<file path="src/rtl/aes_pkg.sv">
package aes_pkg;

  localparam int NumRows = 15;

  typedef enum logic [2:0] {
    REG_KEY_255_192 = 3'd0,
    REG_KEY_191_128 = 3'd1,
    REG_KEY_127_64  = 3'd2,
    REG_KEY_63_0    = 3'd3,
    REG_KEY_SIZE    = 3'd4,
    REG_MODE        = 3'd5,
    REG_CTR_HIGH    = 3'd6,
    REG_CTR_LOW     = 3'd7
  } reg_idx_t;

  localparam logic [1:0] MODE_ENC = 2'd0;
  localparam logic [1:0] MODE_DEC = 2'd1;
  localparam logic [1:0] MODE_CTR = 2'd2;

  localparam logic [1:0] KS_128 = 2'd0;
  localparam logic [1:0] KS_192 = 2'd1;

  localparam logic [7:0] RCON_FIRST = 8'h01;
  localparam logic [7:0] REDUCE     = 8'h1B;
  localparam logic [7:0] SBOX_ADD   = 8'h63;
  localparam logic [7:0] ISBOX_ADD  = 8'h05;

  typedef struct packed {
    logic [63:0] data_high;
    logic [63:0] data_low;
    logic        final_block;
  } in_item_t;

  typedef struct packed {
    logic [63:0] result_high;
    logic [63:0] result_low;
    logic [31:0] next_counter;
    logic        final_result;
  } out_item_t;

  // Controller to datapath.
  typedef struct packed {
    logic       load_in;
    logic       init;
    logic       round;
    logic       last;
    logic       fin;
    logic       exp_step;
    logic [5:0] widx;
    logic [2:0] jm;
    logic [3:0] ridx;
  } dp_cmd_t;

  // Datapath to controller.
  typedef struct packed {
    logic [1:0] key_size;
    logic [1:0] mode;
    logic       key_wr;
    logic       out_free;
  } dp_stat_t;

  function automatic logic [3:0] rounds_of(input logic [1:0] ks);
    logic [3:0] nr;
    case (ks)
      KS_128:  nr = 4'd10;
      KS_192:  nr = 4'd12;
      default: nr = 4'd14;
    endcase
    return nr;
  endfunction

  function automatic logic [7:0] xtime(input logic [7:0] a);
    return {a[6:0], 1'b0} ^ (a[7] ? REDUCE : 8'h00);
  endfunction

  function automatic logic [7:0] gmul(input logic [7:0] a, input logic [7:0] b);
    logic [7:0] p;
    logic [7:0] x;
    p = 8'h00;
    x = a;
    for (int i = 0; i < 8; i++) begin
      if (b[i]) p = p ^ x;
      x = xtime(x);
    end
    return p;
  endfunction

  // Inverse as a^254; zero maps to zero.
  function automatic logic [7:0] ginv(input logic [7:0] a);
    logic [7:0] r;
    logic [7:0] sq;
    r  = 8'h01;
    sq = a;
    for (int k = 1; k <= 7; k++) begin
      sq = gmul(sq, sq);
      r  = gmul(r, sq);
    end
    return r;
  endfunction

  function automatic logic [7:0] rotl8(input logic [7:0] b, input int n);
    logic [15:0] t;
    t = {b, b} << n;
    return t[15:8];
  endfunction

  function automatic logic [7:0] sbox(input logic [7:0] x);
    logic [7:0] b;
    b = ginv(x);
    return b ^ rotl8(b, 1) ^ rotl8(b, 2) ^ rotl8(b, 3) ^ rotl8(b, 4) ^ SBOX_ADD;
  endfunction

  function automatic logic [7:0] inv_sbox(input logic [7:0] y);
    logic [7:0] b;
    b = rotl8(y, 1) ^ rotl8(y, 3) ^ rotl8(y, 6) ^ ISBOX_ADD;
    return ginv(b);
  endfunction

  function automatic logic [31:0] sub_word(input logic [31:0] t);
    return {sbox(t[31:24]), sbox(t[23:16]), sbox(t[15:8]), sbox(t[7:0])};
  endfunction

  function automatic logic [127:0] sub_bytes(input logic [127:0] s, input logic inv);
    logic [127:0] t;
    for (int i = 0; i < 16; i++) begin
      t[8*i +: 8] = inv ? inv_sbox(s[8*i +: 8]) : sbox(s[8*i +: 8]);
    end
    return t;
  endfunction

  // Byte i is s[127-8i -: 8]; byte index is row + 4*column.
  function automatic logic [127:0] shift_rows(input logic [127:0] s, input logic inv);
    logic [127:0] t;
    for (int row = 0; row < 4; row++) begin
      for (int c = 0; c < 4; c++) begin
        if (inv) begin
          t[127-8*(row+4*((c+row)&3)) -: 8] = s[127-8*(row+4*c) -: 8];
        end else begin
          t[127-8*(row+4*c) -: 8] = s[127-8*(row+4*((c+row)&3)) -: 8];
        end
      end
    end
    return t;
  endfunction

  function automatic logic [127:0] mix_columns(input logic [127:0] s, input logic inv);
    logic [127:0] t;
    logic [7:0] a0, a1, a2, a3;
    for (int c = 0; c < 4; c++) begin
      a0 = s[127-32*c -: 8];
      a1 = s[119-32*c -: 8];
      a2 = s[111-32*c -: 8];
      a3 = s[103-32*c -: 8];
      if (inv) begin
        t[127-32*c -: 8] = gmul(a0, 8'd14) ^ gmul(a1, 8'd11) ^ gmul(a2, 8'd13) ^ gmul(a3, 8'd9);
        t[119-32*c -: 8] = gmul(a0, 8'd9) ^ gmul(a1, 8'd14) ^ gmul(a2, 8'd11) ^ gmul(a3, 8'd13);
        t[111-32*c -: 8] = gmul(a0, 8'd13) ^ gmul(a1, 8'd9) ^ gmul(a2, 8'd14) ^ gmul(a3, 8'd11);
        t[103-32*c -: 8] = gmul(a0, 8'd11) ^ gmul(a1, 8'd13) ^ gmul(a2, 8'd9) ^ gmul(a3, 8'd14);
      end else begin
        t[127-32*c -: 8] = xtime(a0) ^ xtime(a1) ^ a1 ^ a2 ^ a3;
        t[119-32*c -: 8] = a0 ^ xtime(a1) ^ xtime(a2) ^ a2 ^ a3;
        t[111-32*c -: 8] = a0 ^ a1 ^ xtime(a2) ^ xtime(a3) ^ a3;
        t[103-32*c -: 8] = xtime(a0) ^ a0 ^ a1 ^ a2 ^ xtime(a3);
      end
    end
    return t;
  endfunction

endpackage

</file>
<file path="src/rtl/aes_ctrl.sv">
module aes_ctrl
  import aes_pkg::*;
(
  input  logic     clk,
  input  logic     rst,
  input  logic     in_valid,
  output logic     in_ready,
  input  dp_stat_t stat,
  output dp_cmd_t  cmd
);

  typedef enum logic [2:0] {
    S_IDLE,
    S_EXPAND,
    S_LOAD,
    S_INIT,
    S_ROUND,
    S_FIN
  } state_t;

  state_t     state;
  logic [5:0] widx;
  logic [2:0] jm;
  logic [3:0] ridx;
  logic [3:0] rcnt;

  logic [3:0] nr;
  logic [3:0] nk;
  logic [5:0] last_w;
  logic       dec;
  logic [3:0] ridx_step;

  assign nr        = rounds_of(stat.key_size);
  assign nk        = nr - 4'd6;
  assign last_w    = {nr, 2'b11};  // 4*(nr+1)-1
  assign dec       = (stat.mode == MODE_DEC);
  assign ridx_step = dec ? ridx - 4'd1 : ridx + 4'd1;

  assign in_ready = (state == S_IDLE) && !stat.key_wr;

  always_comb begin
    cmd          = '0;
    cmd.load_in  = in_ready && in_valid;
    cmd.init     = (state == S_INIT);
    cmd.round    = (state == S_ROUND);
    cmd.last     = (rcnt == nr);
    cmd.fin      = (state == S_FIN) && stat.out_free;
    cmd.exp_step = (state == S_EXPAND) && !stat.key_wr;
    cmd.widx     = widx;
    cmd.jm       = jm;
    cmd.ridx     = ridx;
  end

  always_ff @(posedge clk) begin
    if (rst) begin
      state <= S_IDLE;
      widx  <= '0;
      jm    <= '0;
      ridx  <= '0;
      rcnt  <= '0;
    end else if (stat.key_wr) begin
      state <= S_EXPAND;
      widx  <= '0;
      jm    <= '0;
    end else begin
      case (state)
        S_IDLE: begin
          if (in_valid) begin
            state <= S_LOAD;
            ridx  <= dec ? nr : 4'd0;
          end
        end
        S_EXPAND: begin
          widx <= widx + 6'd1;
          jm   <= ({1'b0, jm} == nk - 4'd1) ? 3'd0 : jm + 3'd1;
          if (widx == last_w) state <= S_IDLE;
        end
        S_LOAD: begin
          ridx  <= ridx_step;
          state <= S_INIT;
        end
        S_INIT: begin
          ridx  <= ridx_step;
          rcnt  <= 4'd1;
          state <= S_ROUND;
        end
        S_ROUND: begin
          ridx <= ridx_step;
          rcnt <= rcnt + 4'd1;
          if (rcnt == nr) state <= S_FIN;
        end
        S_FIN: begin
          if (stat.out_free) state <= S_IDLE;
        end
        default: state <= S_IDLE;
      endcase
    end
  end

endmodule

</file>
<file path="config.mk">
export PLATFORM = sky130hd
export DESIGN_NAME = aes_ctrl
export DESIGN_NICKNAME = d
export VERILOG_FILES = /design/src/rtl/aes_pkg.sv /design/src/rtl/aes_ctrl.sv
export SDC_FILE = /design/constraint.sdc
export NUM_CORES = 1
export LEC_CHECK = 0
export ABC_CLOCK_PERIOD_IN_PS = 2100
export BUFFER_PORTS_ARGS = -buffer_cell sky130_fd_sc_hd__buf_2
export CORE_ASPECT_RATIO = 0.5
export CORE_MARGIN = 2
export CORE_UTILIZATION = 45
export DETAILED_ROUTE_END_ITERATION = 7
export PLACE_DENSITY = 0.74
export SLEW_MARGIN = 30
export SYNTH_ARGS = -nofsm -noshare
export SYNTH_HDL_FRONTEND = slang
export SYNTH_SLANG_ARGS = --single-unit
</file>
<file path="constraint.sdc">
create_clock -name clk -period 2.1 [get_ports clk]
set_input_delay 0.42 -clock clk [delete_from_list [all_inputs] [get_ports clk]]
set_output_delay 0.42 -clock clk [all_outputs]
set_load 0.02 [all_outputs]
</file>
---- After elaboration in Yosys (flattened, before gate mapping) ----
Cells that the tools add are included.
storage, ports and cells
  input port bits ......................... 9
  output and inout port bits .............. 20
  flip-flop bits (word level) ............. 20
cells by class
  bitwise logic cells ..................... 1
  add/sub/neg operators ................... 7
  multiplexer cells ....................... 13
  eq/ne operators ......................... 18
  reductions and logical operators ........ 15
operators by type and width
  operator                                                number
  case mux 3 bit (6 select lines)                         1
  case mux 4 bit (2 select lines)                         2
  2-to-1 mux 3 bit                                        5
  2-to-1 mux 4 bit                                        3
  inequality test 3 bit (second input constant)           3
  adder 4 x 1 -> 4 bit (second input constant)            2
  AND reduction 4 bit                                     2
  subtractor 4 x 1 -> 4 bit (second input constant)       2
  adder 6 x 1 -> 6 bit (second input constant)            1
  == test 3 x 2 -> 1 bit (second input constant)          2
  == test 3 bit (second input constant)                   2
  == test 6 bit                                           1
  inequality test 2 bit (second input constant)           3
  case mux 3 bit (2 select lines)                         1
  == test 2 x 1 -> 1 bit (second input constant)          2
  == test 3 x 4 -> 1 bit                                  1
  == test 4 bit                                           1
  logical AND 1 bit                                       4
  nonzero test 2 bit                                      2
  subtractor 4 x 3 -> 4 bit (second input constant)       1
  adder 3 x 1 -> 3 bit (second input constant)            1
  == test 3 x 1 -> 1 bit (second input constant)          1
  zero test 3 bit                                         1
  inequality test 3 x 2 -> 1 bit (second input constant)  1
  9 further kinds                                         9

---- Depth between registers and ports, before layout ----
  word-level depth ........................ 6
  gate-level depth with buffers ........... 8
  depth with buffers taken out ............ 7

---- Worst setup path after synthesis ----
OpenSTA, ideal clock, no wires.
  path type ............................... input port to output port
  start point ............................. input port stat[1] (netlist name)
  end point ............................... output port cmd[18] (netlist name)
  data arrival time ....................... 1.614 ns
  required time ........................... 1.680 ns
  buffers on the path ..................... 1
  path slack .............................. 0.066 ns
  cell stages on the path ................. 3
  path through ............................ clkbuf_1 -> nor4_1 -> and2_1
RTL lines
  element      line           text
  from (decl)  aes_ctrl.sv:8  input dp_stat_t stat,
  to (decl)    aes_ctrl.sv:9  output dp_cmd_t cmd

==> flow_summary.json <==
{
  "fin_area_sq_um": 1421,
  "crit_chain": "and2b_4 -> and2_4 -> buf_2",
  "final_util": 0.5531,
  "dieWidth_microns": 77.18,
  "period_needed_ns": 1.915,
  "syn_avg_cell_area_sq_um": 8.197,
  "rrSetupSlack_ns": 0.36,
  "drt_wl_total_microns": 2588,
  "yosysWarnings": 0,
  "finalSetupViolations": 0,
  "die_h_microns": 40.59,
  "cts_buffers": 3,
  "fin_ws_ns": 0.1852,
  "critical_path_class": "flip-flop to output port",
  "final_nets": 188,
  "grt_pass1_wl_microns": 4064,
  "grt_pass1_vias": 922,
  "finalMaxSlewViolations": 0,
  "maxCapViolations": 0,
  "synth_ff_type": "dfxtp_1",
  "hold_path_end": "state[1]",
  "total_power_uw": 814.8,
  "synth-seq-area-share": 0.3323,
  "whs_path_depth": 3,
  "ys_seq_elements": 20,
  "n_antenna_cell": 0,
  "hold_viol": 0,
  "grt_overflow_total": 0,
  "ctsHoldBuffers": 0,
  "cts_tree": "done",
  "slowest_delay_ns": 0.60,
  "postCtsSetupRepairBufs": 0,
  "synthToLayoutAreaGrowth_pct": 17.96,
  "reg2regPathDepth": 4,
  "setup-tns-final_ns": 0,
  "post_dp_cell_area_sq_um": 1360,
  "place_congestion": 0.8263,
  "cp_max_fo": 10,
  "clock-sinks": 20,
  "max_clock_freq_ghz": 0.5222,
  "grt_max_degree": 14,
  "die-area_sq_um": 3133,
  "rsz0062_at_grt": "false",
  "hold_start": "in_valid",
  "status": "finished clean",
  "stdcell_count": 211,
  "clk_latency_ns": 0.26,
  "slew_headroom": 0.6961,
  "num_rows": 13,
  "cts_resized": 0,
  "cts_buffer_depth": 2,
  "synthArstFlopShare": 0,
  "critPathArrivalTime_ns": 1.49,
  "period_share": 0.9118,
  "place_ws_ns": 0.2734,
  "skew_ns": 0.002353,
  "syn-num-nets": 160,
  "holdCritPathClass": "input port to flip-flop",
  "synth_edf_count": 0,
  "grtUsageTotal": 0.1664,
  "drtPass1Iterations": 4,
  "io_pins": 29,
  "dp_cells": 207,
  "end_kind": "output port",
  "syn_inst": 147,
  "cp.required_ns": 1.68,
  "cts.clk_slew.worst_paths_ns": 0.07,
  "final_antenna_net_count": 0,
  "p_per_area_nw_per_um2": 573.2,
  "holdWs_ns": 0.4371,
  "vdd_ir_drop_max_mv": 0.2942,
  "dpl.hpwl_microns": 1892,
  "fp.coreArea_sq_um": 2570,
  "crit_path_start_kind": "flip-flop",
  "reg2reg_from": "state[2]",
  "first_iter_violations": 35,
  "worst_pin_slew_ns": 0.4553,
  "post_drt_wl_per_cell_microns": 12.27,
  "ctsRootBufferMaster": "clkbuf_8",
  "slowest_stage": "dfxtp_1",
  "port_buffers": 28,
  "antenna_found_initial": 0,
  "h-tree-depth": 1,
  "vias_per_cell": 5.412,
  "start_util": 0.4688,
  "syn-cell-area_sq_um": 1205,
  "p_leak_nw": 0.6006,
  "vias": 1142,
  "drc_errors": 0,
  "drive_gt1_frac": 0.2529,
  "ys_types": 42,
  "regToRegEndpoint": "rcnt[3]"
}
-- sequential cells by signal, indices dropped and copies added (netlist names) --
register and count:
ridx 4, jm 3, widx 6, state 3, rcnt 4
-- worst max-delay path by stage --
| stage | from | end | slack [ns] |
|---|---|---|---|
| after floorplan | stat[1] | cmd[18] | 0.07 |
| after global placement | stat[3] | ridx[2] | 0.32 |
| after detailed placement | stat[3] | ridx[2] | 0.27 |
| after CTS | rcnt[1] | cmd[15] | 0.19 |
| after global routing | rcnt[2] | cmd[15] | 0.06 |
| final | state[1] | cmd[17] | 0.19 |
-- where the power goes --
part           switching (mW)  internal, mW
clock                   0.125         0.167
sequential             0.0172         0.389
combinational          0.0670        0.0496
total                   0.210         0.605
-- synthesized netlist by cell type (all sizes together), types with 4 or more instances --
master | instances | area (sq um)
a211oi | 4 | 30.03
a21oi | 14 | 70.07
and3 | 4 | 25.02
buf | 4 | 38.78
clkbuf | 4 | 15.01
dfxtp | 20 | 400.4
ha | 4 | 50.05
nand2 | 11 | 41.29
nor2 | 19 | 71.32
nor2b | 4 | 25.02
nor3 | 7 | 35.03
o21ai | 7 | 35.03
-- routing by layer --
layer | track usage | routed length, microns | vias up
met5 | 0 | 0 | -
met4 | 0.04018 | 0 | 0
met3 | 0.04054 | 111 | 0
met2 | 0.3109 | 1235 | 24
met1 | 0.2029 | 1240 | 530
li1 | - | - | 588
-- layout make-up --
type / count / area, sq um
inverter: 3 / 11.26
tap: 37 / 46.29
clock buffer: 4 / 55.05
timing repair buffer: 31 / 162.7
sequential: 20 / 400.4
multi-input combinational: 116 / 745.7
fill: 265 / 1149
-- critical path, delay by kind of cell, from the launching register on --
kind / cells / cell delay, ns
DFF: 1 / 0.60
and+or+nand+nor: 2 / 0.47
buffers and inverters: 1 / 0.17
-- cells by family (layout without fill, tap and decap cells) --
group,Yosys count,in the layout,share of synthesized area
adder cells (fa/ha/maj),4,4,0.04154
flip-flops,20,20,0.3323
AO/OA/AOI/OAI,33,33,0.1693
AND/OR/NAND/NOR,70,70,0.3333
multiplexers,3,3,0.02596
buffers and inverters,11,38,0.05399
XOR/XNOR,6,6,0.04362
-- layout by cell type, fill, tap and decap left out, types with 2 or more instances in the layout --
master | Yosys | routed
buf_4 | 0 | 3
nand4_1 | 3 | 3
clkbuf_8 | 0 | 4
nor4_1 | 2 | 2
a21oi_1 | 14 | 14
or4_1 | 2 | 2
dfxtp_1 | 20 | 20
or2_2 | 2 | 2
nor3b_4 | 2 | 2
a2111oi_0 | 2 | 2
nor2b_1 | 4 | 4
and3_1 | 4 | 4
a211oi_1 | 4 | 4
nor2_1 | 19 | 19
inv_1 | 3 | 3
xor2_1 | 3 | 3
xnor2_1 | 3 | 3
nand3_1 | 2 | 2
o21ai_0 | 7 | 7
ha_1 | 4 | 4
buf_2 | 1 | 28
nor3_1 | 7 | 7
nand2_1 | 11 | 11
mux2i_1 | 2 | 2
Note: power is estimated with default switching activity, not from simulation.
